<file path="config.mk">
export PLATFORM = sky130hd
export DESIGN_NAME = mips_subset_decode_execute_core
export DESIGN_NICKNAME = d
export VERILOG_FILES = /design/src/rtl/msde_pkg.sv /design/src/rtl/mips_subset_decode_execute_core.sv /design/src/rtl/msde_seq.sv /design/src/rtl/msde_exec.sv
export SDC_FILE = /design/constraint.sdc
export NUM_CORES = 1
export LEC_CHECK = 0
export ABC_AREA = 1
export BUFFER_PORTS_ARGS = -buffer_cell sky130_fd_sc_hd__buf_2
export CAP_MARGIN = 20
export CELL_PAD_IN_SITES_DETAIL_PLACEMENT = 1
export CELL_PAD_IN_SITES_GLOBAL_PLACEMENT = 2
export CORE_MARGIN = 2
export CORE_UTILIZATION = 30
export CTS_BUF_LIST = sky130_fd_sc_hd__clkbuf_4
export CTS_CLUSTER_SIZE = 16
export DETAILED_ROUTE_END_ITERATION = 8
export HOLD_SLACK_MARGIN = 0.02
export PLACE_DENSITY_LB_ADDON = 0.1
export SETUP_SLACK_MARGIN = 0.5
export SLEW_MARGIN = 30
export SYNTH_ARGS = -nofsm -noshare
export SYNTH_HDL_FRONTEND = slang
export SYNTH_HIERARCHICAL = 1
export SYNTH_SLANG_ARGS = --single-unit
</file>
<file path="constraint.sdc">
create_clock -name clk -period 19.1 [get_ports clk]
set_input_delay 2.865 -clock clk [delete_from_list [all_inputs] [get_ports clk]]
set_output_delay 2.865 -clock clk [all_outputs]
set_load 0.02 [all_outputs]
</file>
<file path="src/rtl/msde_pkg.sv">
// Package for the MIPS subset decode/execute core: word types, kind codes,
// opcode and function codes. No dependencies.
package msde_pkg;

  localparam int unsigned XLEN = 32;

  // result kinds
  localparam logic [3:0] KIND_REG    = 4'd0;
  localparam logic [3:0] KIND_LOAD   = 4'd1;
  localparam logic [3:0] KIND_STORE  = 4'd2;
  localparam logic [3:0] KIND_BRANCH = 4'd3;
  localparam logic [3:0] KIND_JUMP   = 4'd4;
  localparam logic [3:0] KIND_BREAK  = 4'd5;
  localparam logic [3:0] KIND_NOP    = 4'd6;
  localparam logic [3:0] KIND_UNK    = 4'd7;
  localparam logic [3:0] KIND_DATA   = 4'd8;

  // primary opcodes
  localparam logic [5:0] OP_SPECIAL = 6'd0;
  localparam logic [5:0] OP_REGIMM  = 6'd1;
  localparam logic [5:0] OP_J       = 6'd2;
  localparam logic [5:0] OP_BEQ     = 6'd4;
  localparam logic [5:0] OP_BNE     = 6'd5;
  localparam logic [5:0] OP_BLEZ    = 6'd6;
  localparam logic [5:0] OP_BGTZ    = 6'd7;
  localparam logic [5:0] OP_ADDI    = 6'd8;
  localparam logic [5:0] OP_ADDIU   = 6'd9;
  localparam logic [5:0] OP_SLTI    = 6'd10;
  localparam logic [5:0] OP_LW      = 6'd35;
  localparam logic [5:0] OP_SW      = 6'd43;

  // SPECIAL function codes
  localparam logic [5:0] FN_SLL   = 6'd0;
  localparam logic [5:0] FN_SRL   = 6'd2;
  localparam logic [5:0] FN_SRA   = 6'd3;
  localparam logic [5:0] FN_BREAK = 6'd13;
  localparam logic [5:0] FN_ADD   = 6'd32;
  localparam logic [5:0] FN_ADDU  = 6'd33;
  localparam logic [5:0] FN_SUB   = 6'd34;
  localparam logic [5:0] FN_SUBU  = 6'd35;
  localparam logic [5:0] FN_AND   = 6'd36;
  localparam logic [5:0] FN_OR    = 6'd37;
  localparam logic [5:0] FN_XOR   = 6'd38;
  localparam logic [5:0] FN_NOR   = 6'd39;
  localparam logic [5:0] FN_SLT   = 6'd42;
  localparam logic [5:0] FN_SLTU  = 6'd43;

  // REGIMM rt codes
  localparam logic [4:0] RT_BLTZ = 5'd0;
  localparam logic [4:0] RT_BGEZ = 5'd1;

  localparam logic [XLEN-1:0] WORD_STEP = 32'd4;

  typedef struct packed {
    logic [XLEN-1:0] instr_word;
    logic [XLEN-1:0] rs_value;
    logic [XLEN-1:0] rt_value;
  } in_item_t;

  typedef struct packed {
    logic [3:0]      kind;
    logic [4:0]      dest_reg;
    logic [XLEN-1:0] write_value;
    logic [XLEN-1:0] mem_address;
    logic [XLEN-1:0] store_data;
    logic            branch_taken;
    logic [XLEN-1:0] target;
    logic [XLEN-1:0] word_address;
  } out_item_t;

  // per-word sequencing tag: address and mode at the time the word came in
  typedef struct packed {
    logic [XLEN-1:0] word_address;
    logic            data_mode;
  } seq_tag_t;

endpackage

</file>
<file path="src/rtl/mips_subset_decode_execute_core.sv">
// Top level of the MIPS subset decode/execute core: input register, sequencer,
// execute logic and result register. Depends on msde_pkg, msde_seq, msde_exec.
//
// One word in, one result out, at one word per cycle sustained while
// out_stall is low. An accepted word sits in the input register while the
// execute logic (one 32-bit add/compare plus selection) works on it, then
// moves into the result register once that is free; out_valid rises when
// it lands there, and the result is taken at an edge with out_stall low.
// The result register decouples the sides: a new word is taken while a
// finished result waits, and in_stall rises only when both registers hold
// words and out_stall is high. Each word gets its address from a counter
// that starts at base_address and steps by 4; once a BREAK has gone through
// in the text segment, all later words come back as data words. A write on
// the cfg channel (always ready) loads base_address into the counter and
// leaves the data-mode flag alone; write it only while the core is idle.
module mips_subset_decode_execute_core
  import msde_pkg::*;
(
  input  logic            clk,
  input  logic            rst,
  input  logic            in_valid,
  output logic            in_stall,
  input  in_item_t        in_word,
  output logic            out_valid,
  input  logic            out_stall,
  output out_item_t       out_word,
  input  logic            cfg_valid,
  output logic            cfg_ready,
  input  logic [XLEN-1:0] cfg_data
);

  // input stage
  logic      s1_valid;
  in_item_t  s1_item;
  seq_tag_t  s1_tag;
  // result stage
  logic      s2_valid;
  out_item_t s2_item;

  seq_tag_t  tag;
  out_item_t exec_res;
  logic      in_accept, s2_free, s1_move;

  // result register frees when empty or being taken
  assign s2_free   = !s2_valid || !out_stall;
  assign s1_move   = s1_valid && s2_free;
  assign in_stall  = s1_valid && !s2_free;
  assign in_accept = in_valid && !in_stall;
  assign cfg_ready = 1'b1;

  msde_seq u_seq (
    .clk        (clk),
    .rst        (rst),
    .accept     (in_accept),
    .instr_word (in_word.instr_word),
    .cfg_we     (cfg_valid),
    .cfg_data   (cfg_data),
    .tag        (tag)
  );

  msde_exec u_exec (
    .item (s1_item),
    .tag  (s1_tag),
    .res  (exec_res)
  );

  // control
  always_ff @(posedge clk) begin
    if (rst) begin
      s1_valid <= 1'b0;
      s2_valid <= 1'b0;
    end else begin
      if (in_accept) begin
        s1_valid <= 1'b1;
      end else if (s1_move) begin
        s1_valid <= 1'b0;
      end
      if (s1_move) begin
        s2_valid <= 1'b1;
      end else if (!out_stall) begin
        s2_valid <= 1'b0;
      end
    end
  end

  // payload, no reset needed
  always_ff @(posedge clk) begin
    if (in_accept) begin
      s1_item <= in_word;
      s1_tag  <= tag;
    end
    if (s1_move) begin
      s2_item <= exec_res;
    end
  end

  assign out_valid = s2_valid;
  assign out_word  = s2_item;

endmodule

</file>
<file path="src/rtl/msde_seq.sv">
// Word sequencer: word address counter and text/data mode flag.
// Depends on msde_pkg.
module msde_seq
  import msde_pkg::*;
(
  input  logic            clk,
  input  logic            rst,
  input  logic            accept,
  input  logic [XLEN-1:0] instr_word,
  input  logic            cfg_we,
  input  logic [XLEN-1:0] cfg_data,
  output seq_tag_t        tag
);

  logic [XLEN-1:0] word_counter;
  logic            data_mode;
  logic            is_break;

  // BREAK only counts while still in the text segment
  assign is_break = !data_mode && (instr_word[31:26] == OP_SPECIAL)
                    && (instr_word[5:0] == FN_BREAK);

  always_ff @(posedge clk) begin
    if (rst) begin
      word_counter <= '0;
      data_mode    <= 1'b0;
    end else if (cfg_we) begin
      word_counter <= cfg_data;
    end else if (accept) begin
      word_counter <= word_counter + WORD_STEP;
      if (is_break) begin
        data_mode <= 1'b1;
      end
    end
  end

  assign tag.word_address = word_counter;
  assign tag.data_mode    = data_mode;

endmodule

</file>
<file path="src/rtl/msde_exec.sv">
// Combinational decode and execute of one word of the MIPS subset.
// Depends on msde_pkg.
module msde_exec
  import msde_pkg::*;
(
  input  in_item_t  item,
  input  seq_tag_t  tag,
  output out_item_t res
);

  logic [XLEN-1:0] w, a, b, imm;
  logic [5:0]      op, fn;
  logic [4:0]      rtf, rdf, sa;

  assign w   = item.instr_word;
  assign a   = item.rs_value;
  assign b   = item.rt_value;
  assign op  = w[31:26];
  assign rtf = w[20:16];
  assign rdf = w[15:11];
  assign sa  = w[10:6];
  assign fn  = w[5:0];
  assign imm = {{16{w[15]}}, w[15:0]};

  always_comb begin
    res              = '0;
    res.kind         = KIND_UNK;
    res.word_address = tag.word_address;
    if (tag.data_mode) begin
      res.kind        = KIND_DATA;
      res.write_value = w;
    end else begin
      unique case (op)
        OP_SPECIAL: begin
          res.kind     = KIND_REG;
          res.dest_reg = rdf;
          unique case (fn)
            FN_SLL: begin
              if (w == '0) begin
                res.kind     = KIND_NOP;
                res.dest_reg = '0;
              end else begin
                res.write_value = b << sa;
              end
            end
            FN_SRL:          res.write_value = b >> sa;
            FN_SRA:          res.write_value = XLEN'($signed(b) >>> sa);
            FN_ADD, FN_ADDU: res.write_value = a + b;
            FN_SUB, FN_SUBU: res.write_value = a - b;
            FN_AND:          res.write_value = a & b;
            FN_OR:           res.write_value = a | b;
            FN_XOR:          res.write_value = a ^ b;
            FN_NOR:          res.write_value = ~(a | b);
            FN_SLT:  res.write_value = {31'd0, ($signed(a) < $signed(b))};
            FN_SLTU: res.write_value = {31'd0, (a < b)};
            FN_BREAK: begin
              res.kind     = KIND_BREAK;
              res.dest_reg = '0;
            end
            default: begin
              res.kind     = KIND_UNK;
              res.dest_reg = '0;
            end
          endcase
        end
        OP_REGIMM: begin
          if (rtf == RT_BGEZ || rtf == RT_BLTZ) begin
            res.kind         = KIND_BRANCH;
            res.target       = {imm[29:0], 2'b00};
            res.branch_taken = (rtf == RT_BGEZ) ? !a[31] : a[31];
          end
        end
        OP_J: begin
          res.kind         = KIND_JUMP;
          res.branch_taken = 1'b1;
          res.target       = {4'd0, w[25:0], 2'b00};
        end
        OP_BEQ, OP_BNE, OP_BLEZ, OP_BGTZ: begin
          res.kind   = KIND_BRANCH;
          res.target = {imm[29:0], 2'b00};
          unique case (op)
            OP_BEQ:  res.branch_taken = (a == b);
            OP_BNE:  res.branch_taken = (a != b);
            OP_BLEZ: res.branch_taken = a[31] || (a == '0);
            default: res.branch_taken = !a[31] && (a != '0);
          endcase
        end
        OP_ADDI, OP_ADDIU: begin
          res.kind        = KIND_REG;
          res.dest_reg    = rtf;
          res.write_value = a + imm;
        end
        OP_SLTI: begin
          res.kind        = KIND_REG;
          res.dest_reg    = rtf;
          res.write_value = {31'd0, ($signed(a) < $signed(imm))};
        end
        OP_LW: begin
          res.kind        = KIND_LOAD;
          res.dest_reg    = rtf;
          res.mem_address = a + imm;
        end
        OP_SW: begin
          res.kind        = KIND_STORE;
          res.mem_address = a + imm;
          res.store_data  = b;
        end
        default: res.kind = KIND_UNK;
      endcase
    end
  end

endmodule

</file>
==> results.md, run 1 <==
- RSZ-0062 raised after global routing: no
- TNS Setup: 0 ns
- CTS tree: yes
- Crit path largest cell delay: 0.15 ns
- CP endpoint kind: output port
- Worst Tran Pin Value: 1.14 ns
- Layout cell share with drive strength beyond 1: 13.8%
- Global routing's busiest layer: met2
- Overall power: 2070 uW
- Grt ovf: 0
- Port Buffers: 304
- Post-synthesis sequential area ratio: 36.1%
- Commonest non-fill, non-tap cells in the layout: nand2_1 (1168), nand3_1 (500), inv_1 (439), nor2_1 (315), buf_2 (304)
- Via Count: 27100
- Met2 Track Usage GR: 45.0%
- End point of the critical path: in_stall
- Antenna-violating nets left: 0
- Initial antenna violation count: 5
- # nets final: 4369
- Worst flop-to-flop path endpoint: out_word[137]
- DR DRC count: 0
- Met3 Use GR: 4.90%
- Initial Util: 30.3%
- H-tree depth: 3
- Leak Pwr: 0.0143 uW
- Power Density: 68.1 mW/mm^2
- Worst Setup Start Kind: input pin
- Required time worst endpoint: 16.23 ns
- Max VDD drop: 0.0000547 V
- Die Span X: 303 um
- Mapped Area: 0.0268 mm^2
- Comb pwr share: 25.8%
- Largest net degree at the start of global routing: 147
- Most used cell, CP: buf_2
- Dpl hpwl: 104000 um
- Max-slew violation count: 0
- RD Place Congestion: 0.938
- Vias in the first global route: 27600
- Clk slew on worst S/H paths: 0.06 ns
- Yosys warns: 6
- Slowest-stage cell, CP: buf_2
- Yosys reg bits: 334
- Setup Viol. Count Final: 0
- First-pass GRT wire length: 188000 um
- Sw frac: 36.8%
- Int Pwr: 1310 uW
- 1st-iter DRT viols: 1865
- Row count: 109
- Part of the power in registers: 42.8%
- Routed len/inst: 24.6 um
- Minimum clock period: 6.19 ns
- Crit path from: out_stall
- Reg2Reg Setup Slack: 14.90 ns
- Origin of the critical flop-to-flop path: s1_item[32]
- Die Area: 0.0919 mm^2
- Vias per cell: 5.13
- Root Driver: clkbuf_4
- Hold_buf cts: 0
- HP Class: reg -> reg
- Clock Sinks: 334
- CTS buffer count: 91
- Period utilization: 32.4%
- Max frequency: 161 MHz
- IO Count: 306
- Net switching power: 761 uW
- Critical path peak fanout: 3
- Synth Flop Type: edfxtp_1
- FF-to-FF path depth: 16
- Max-cap violations: 0
- First-pass DRT Iterations: 5
- Hold WS: 0.266 ns
- Rel. slew slack: 23.4%
- Buffer depth of the longest clock path: 3
- Status: finished clean
- Setup CP Type: in -> out
- Worst hold stages: 0
- Async SR Flop Fraction: 0%
- CP Cell Sequence: buf_2, nand3_2, inv_1, buf_2
- Postcts setup bufs: 0
- Routed wire length: 130000 um
- Cell variety after synth: 57
- Total track usage: 28.1%
- Commonest non-fill, non-tap cell in the layout: nand2_1
- CP Data Arrival Time: 3.33 ns
- Post-cts gate resize count: 0
- Synth-to-layout area growth: 13.1%
- Syn Inst Count: 3795
- Skew final: 0.174 ns
- Core ar.: 0.0885 mm^2
- Post-Syn Area per Cell: 7.07 um^2
- Die Height: 303 um
- Post-synth EDFFs: 299
- Met1 Usage GRT: 39.2%
- Clock share of power: 31.4%
- Skew-Pair Late Insertion Delay: 1.02 ns
- Final hold viol count: 0
[layer usage]
layer / up-vias / routed length, um
met5: - / 13
met4: 2 / 2930
met3: 119 / 7460
met2: 751 / 59100
met1: 13200 / 60500
li1: 13100 / -
[worst max-delay path, delay by kind of cell]
kind,cells,cell delay (ns)
buffers and inverters,3,0.36
AND/OR/NAND/NOR,1,0.11
[state kept, by name, indices dropped and copies added, names as in the netlist]
register            count
out_valid               1
out_word              170
s1_item                96
s1_tag                 33
s1_valid                1
u_seq/data_mode         1
u_seq/word_counter     32
[cell type report]
type,instances,area (um^2)
antenna,5,12.5
clock buffer,134,1010
clock inverter,28,148
fill,11200,58200
inverter,458,1730
multi-input combinational,2831,14500
sequential,334,9680
tap,1165,1460
timing repair buffer,339,1810
[cell families after synthesis]
kind of cell,after synthesis,share of synthesized area (%)
AND/OR/NAND/NOR,2214,35.8
buffers and inverters,631,10.0
AO/OA/AOI/OAI,404,8.62
flip-flops,334,36.1
adder cells (fa/ha/maj),181,8.52
XOR/XNOR,29,0.946
other,2,0.0280
[synthesized netlist by cell type (11+ instances only)]
cell type | instances | area (um^2)
nand2_1 | 1168 | 4380
ha_1 | 178 | 2230
nand4_1 | 55 | 344
edfxtp_1 | 299 | 8980
nand3_1 | 500 | 2500
inv_2 | 11 | 41.3
o21ai_1 | 17 | 85.1
xor2_1 | 26 | 228
o21ai_0 | 98 | 490
dfxtp_1 | 35 | 701
o22ai_1 | 13 | 81.3
o211ai_1 | 19 | 143
nor2_4 | 18 | 203
clkbuf_1 | 47 | 176
inv_1 | 441 | 1660
buf_4 | 54 | 405
nor2_1 | 317 | 1190
buf_2 | 59 | 295
a21oi_1 | 178 | 891
a22oi_1 | 24 | 180
nor4_1 | 15 | 93.8
o21bai_1 | 14 | 105
nor3_1 | 85 | 425
[power by group through the flow]
stage | clock network (uW) | logic [uW] | registers [uW]
floorplan | 0 | 314 | 906
global placement | 0 | 526 | 900
detailed placement | 0 | 527 | 900
CTS | 679 | 530 | 885
global route | 715 | 588 | 888
finish | 650 | 534 | 884
[per-stage QoR]
step / cell area [um^2] / setup slack [ns] / util [%] / std cells
after floorplan: 26800 / 7.29 / - / 3796
after global placement: 29200 / 12.91 / 32.9 / 5126
after detailed placement: 29200 / 12.91 / 33.0 / 5127
after CTS: 30300 / 12.90 / 34.3 / 5289
after global routing: 30300 / 12.86 / 34.3 / 5294
final: 30300 / 12.91 / 34.3 / 5294
[worst min path at each step]
stage	start	endpoint	slack, ns
global route	s1_tag[2]	out_word[1]	0.26
finish	s1_tag[2]	out_word[1]	0.27
floorplan	u_seq/word_counter[0]	s1_tag[1]	0.40
detailed placement	s1_tag[29]	out_word[28]	0.41
CTS	s1_tag[2]	out_word[1]	0.26
global placement	s1_tag[8]	out_word[7]	0.40
No activity file was read; power rests on OpenSTA's default activity.
==> inputs of run 2 (changes only) <==
Clock period 19.1 ns to 5.4 ns, I/O delays scaled along.
==> results.md, run 2 (synthesized netlist as in run 1, its figures left out) <==
- Status: finished clean
- Period utilization: 73.1%
- IO Count: 306 (unchanged)
- CP Cell Sequence: inv_1, fa_1, inv_1, nand3_1, nand3_1, nand2_1, nand2_1, nand2_1, nand3_1, nand2_1, nor3_1, nand2_1, nand2_1, nand2_1, nand2_1, nand2_1
- Routed wire length: 138000 um (+6.3%)
- Initial Util: 30.3% (unchanged)
- Core ar.: 0.0885 mm^2 (unchanged)
- H-tree depth: 3 (unchanged)
- Commonest non-fill, non-tap cells in the layout: nand2_1 (1168), nand3_1 (500), inv_1 (440), nor2_1 (314), buf_2 (304)
- Synth-to-layout area growth: 16.9%
- CTS tree: yes
- Layout cell share with drive strength beyond 1: 13.9% (+0.12 points)
- Grt ovf: 0 (unchanged)
- Origin of the critical flop-to-flop path: s1_item[33]
- Hold_sp: in_word[34]
- Reg2Reg Setup Slack: 1.45 ns (-13.45 ns)
- TNS Setup: 0 ns (unchanged)
- RSZ-0062 raised after global routing: no
- Clock Sinks: 334 (unchanged)
- Worst Path Buf+Inv: 2 (-1)
- Number of flip-flops in the largest register: 170 (unchanged)
- Port Buffers: 304 (unchanged)
- CP Data Arrival Time: 4.59 ns (+1.26 ns)
- Root Driver: clkbuf_4
- Max-slew violation count: 0 (unchanged)
- Post-place setup slack: 1.46 ns (-11.45 ns)
- Dpl hpwl: 110000 um (+6.6%)
- # nets final: 4462 (+2.1%)
- Setup Viol. Count Final: 0 (unchanged)
- Buffer depth of the longest clock path: 3 (unchanged)
- Crit path from: s1_item[33]
- Die Span X: 303 um (unchanged)
- HP Class: in -> reg
- Via Count: 28000 (+3.1%)
- Leak Pwr: 0.0147 uW (+3.3%)
- Routed len/inst: 25.6 um (+4.4%)
- Setup CP Type: reg -> reg
- First-pass DRT Iterations: 5 (unchanged)
- Clk slew on worst S/H paths: 0.07 ns (about the same)
- 1st-iter DRT viols: 2134 (+14%)
- Initial antenna violation count: 12 (+7)
- RD Place Congestion: 0.974 (+3.8%)
- Rel. slew slack: 33.0% (+9.6 points)
- Fin util: 35.4% (+1.2 points)
- Slowest-stage cell, CP: edfxtp_1
- Critical path peak fanout: 9 (+6)
- Row count: 109 (unchanged)
- Die Height: 303 um (unchanged)
- Die Area: 0.0919 mm^2 (unchanged)
- Minimum clock period: 3.95 ns
- Skew-Pair Late Insertion Delay: 1.03 ns (about the same)
- Vias per cell: 5.19 (+1.2%)
- Largest net degree at the start of global routing: 87 (-41%)
- DR DRC count: 0 (unchanged)
- Required time worst endpoint: 6.04 ns (-10.19 ns)
- CTS buffer count: 95 (+4.4%)
- Skew final: 0.187 ns (+0.0123 ns)
- Commonest non-fill, non-tap cell in the layout: nand2_1
- Total track usage: 29.7% (+1.6 points)
- Max frequency: 253 MHz
- Fin worst setup slack: 1.45 ns (-11.46 ns)
- Max-cap violations: 0 (unchanged)
- Post-cts gate resize count: 0 (unchanged)
- Crit path largest cell delay: 0.72 ns (+0.57 ns)
- Worst Tran Pin Value: 0.996 ns (-0.143 ns)
- Worst Setup Start Kind: register
- Most used cell, CP: nand2_1
- Power Density: 247 mW/mm^2 (+260%)
- Max VDD drop: 0.000153 V (+180%)
- CP endpoint kind: register
- Vias in the first global route: 28100 (+2.1%)
- Hold WS: 0.129 ns (-0.137 ns)
- Final hold viol count: 0 (unchanged)
- Antenna-violating nets left: 0 (unchanged)
- First-pass GRT wire length: 197000 um (+5.0%)
- Delay-heaviest family, CP: simple AND/OR/NAND/NOR gates
- Postcts setup bufs: 0 (unchanged)
==> run 2: timing repair <==
item	in CTS	in global routing
endpoints found under the setup margin	0	0
hold endpoints to repair	73	0
hold buffers	73	0
==> run 2: routing by layer <==
metal	global-route usage, %	up-vias	wire, um
met5	0	-	82
met4	7.85	12	3400
met3	4.28	163	7700
met2	48.0	888	63400
met1	41.4	13700	63700
li1	-	13300	-
==> run 2: path summary, 6_finish.rpt <==
path,cells past startpoint,end
max reg2reg,16,out_word[137]
max,16,out_word[137]
min,1,s1_item[34]
min reg2reg,0,out_word[17]
==> run 2: report_power, final <==
group	leakage, uW	internal (uW)	switching [uW]	total (uW)
logic	0.0108	550	1450	2000
registers	0.00316	2970	147	3110
clock network	0.000758	1370	1260	2630
==> run 2: worst reg2reg max path, delay by kind of cell (launching register included) <==
kind                       cells  cell delay, ns
adders and majority gates      1            0.48
buffers and inverters          2            0.42
DFF                            1            0.72
and+or+nand+nor               13            1.96
==> run 2: metrics by stage <==
| stage | area, um^2 | power [uW] | std cells |
|---|---|---|---|
| finish | 31400 | 7740 | 5395 |
| global route | 31400 | 8160 | 5393 |
| CTS | 31400 | 7830 | 5390 |
| detailed placement | 29300 | 5090 | 5143 |
| global placement | 29300 | 5090 | 5142 |
| floorplan | 26900 | 4300 | 3796 |
==> run 2: final cells by class <==
class	instances	area (um^2)
antenna	5	12.5
clock buffer	129	968
clock inverter	45	342
fill	11300	57100
inverter	458	1730
multi-input combinational	2831	14500
sequential	334	9680
tap	1165	1460
timing repair buffer	428	2670
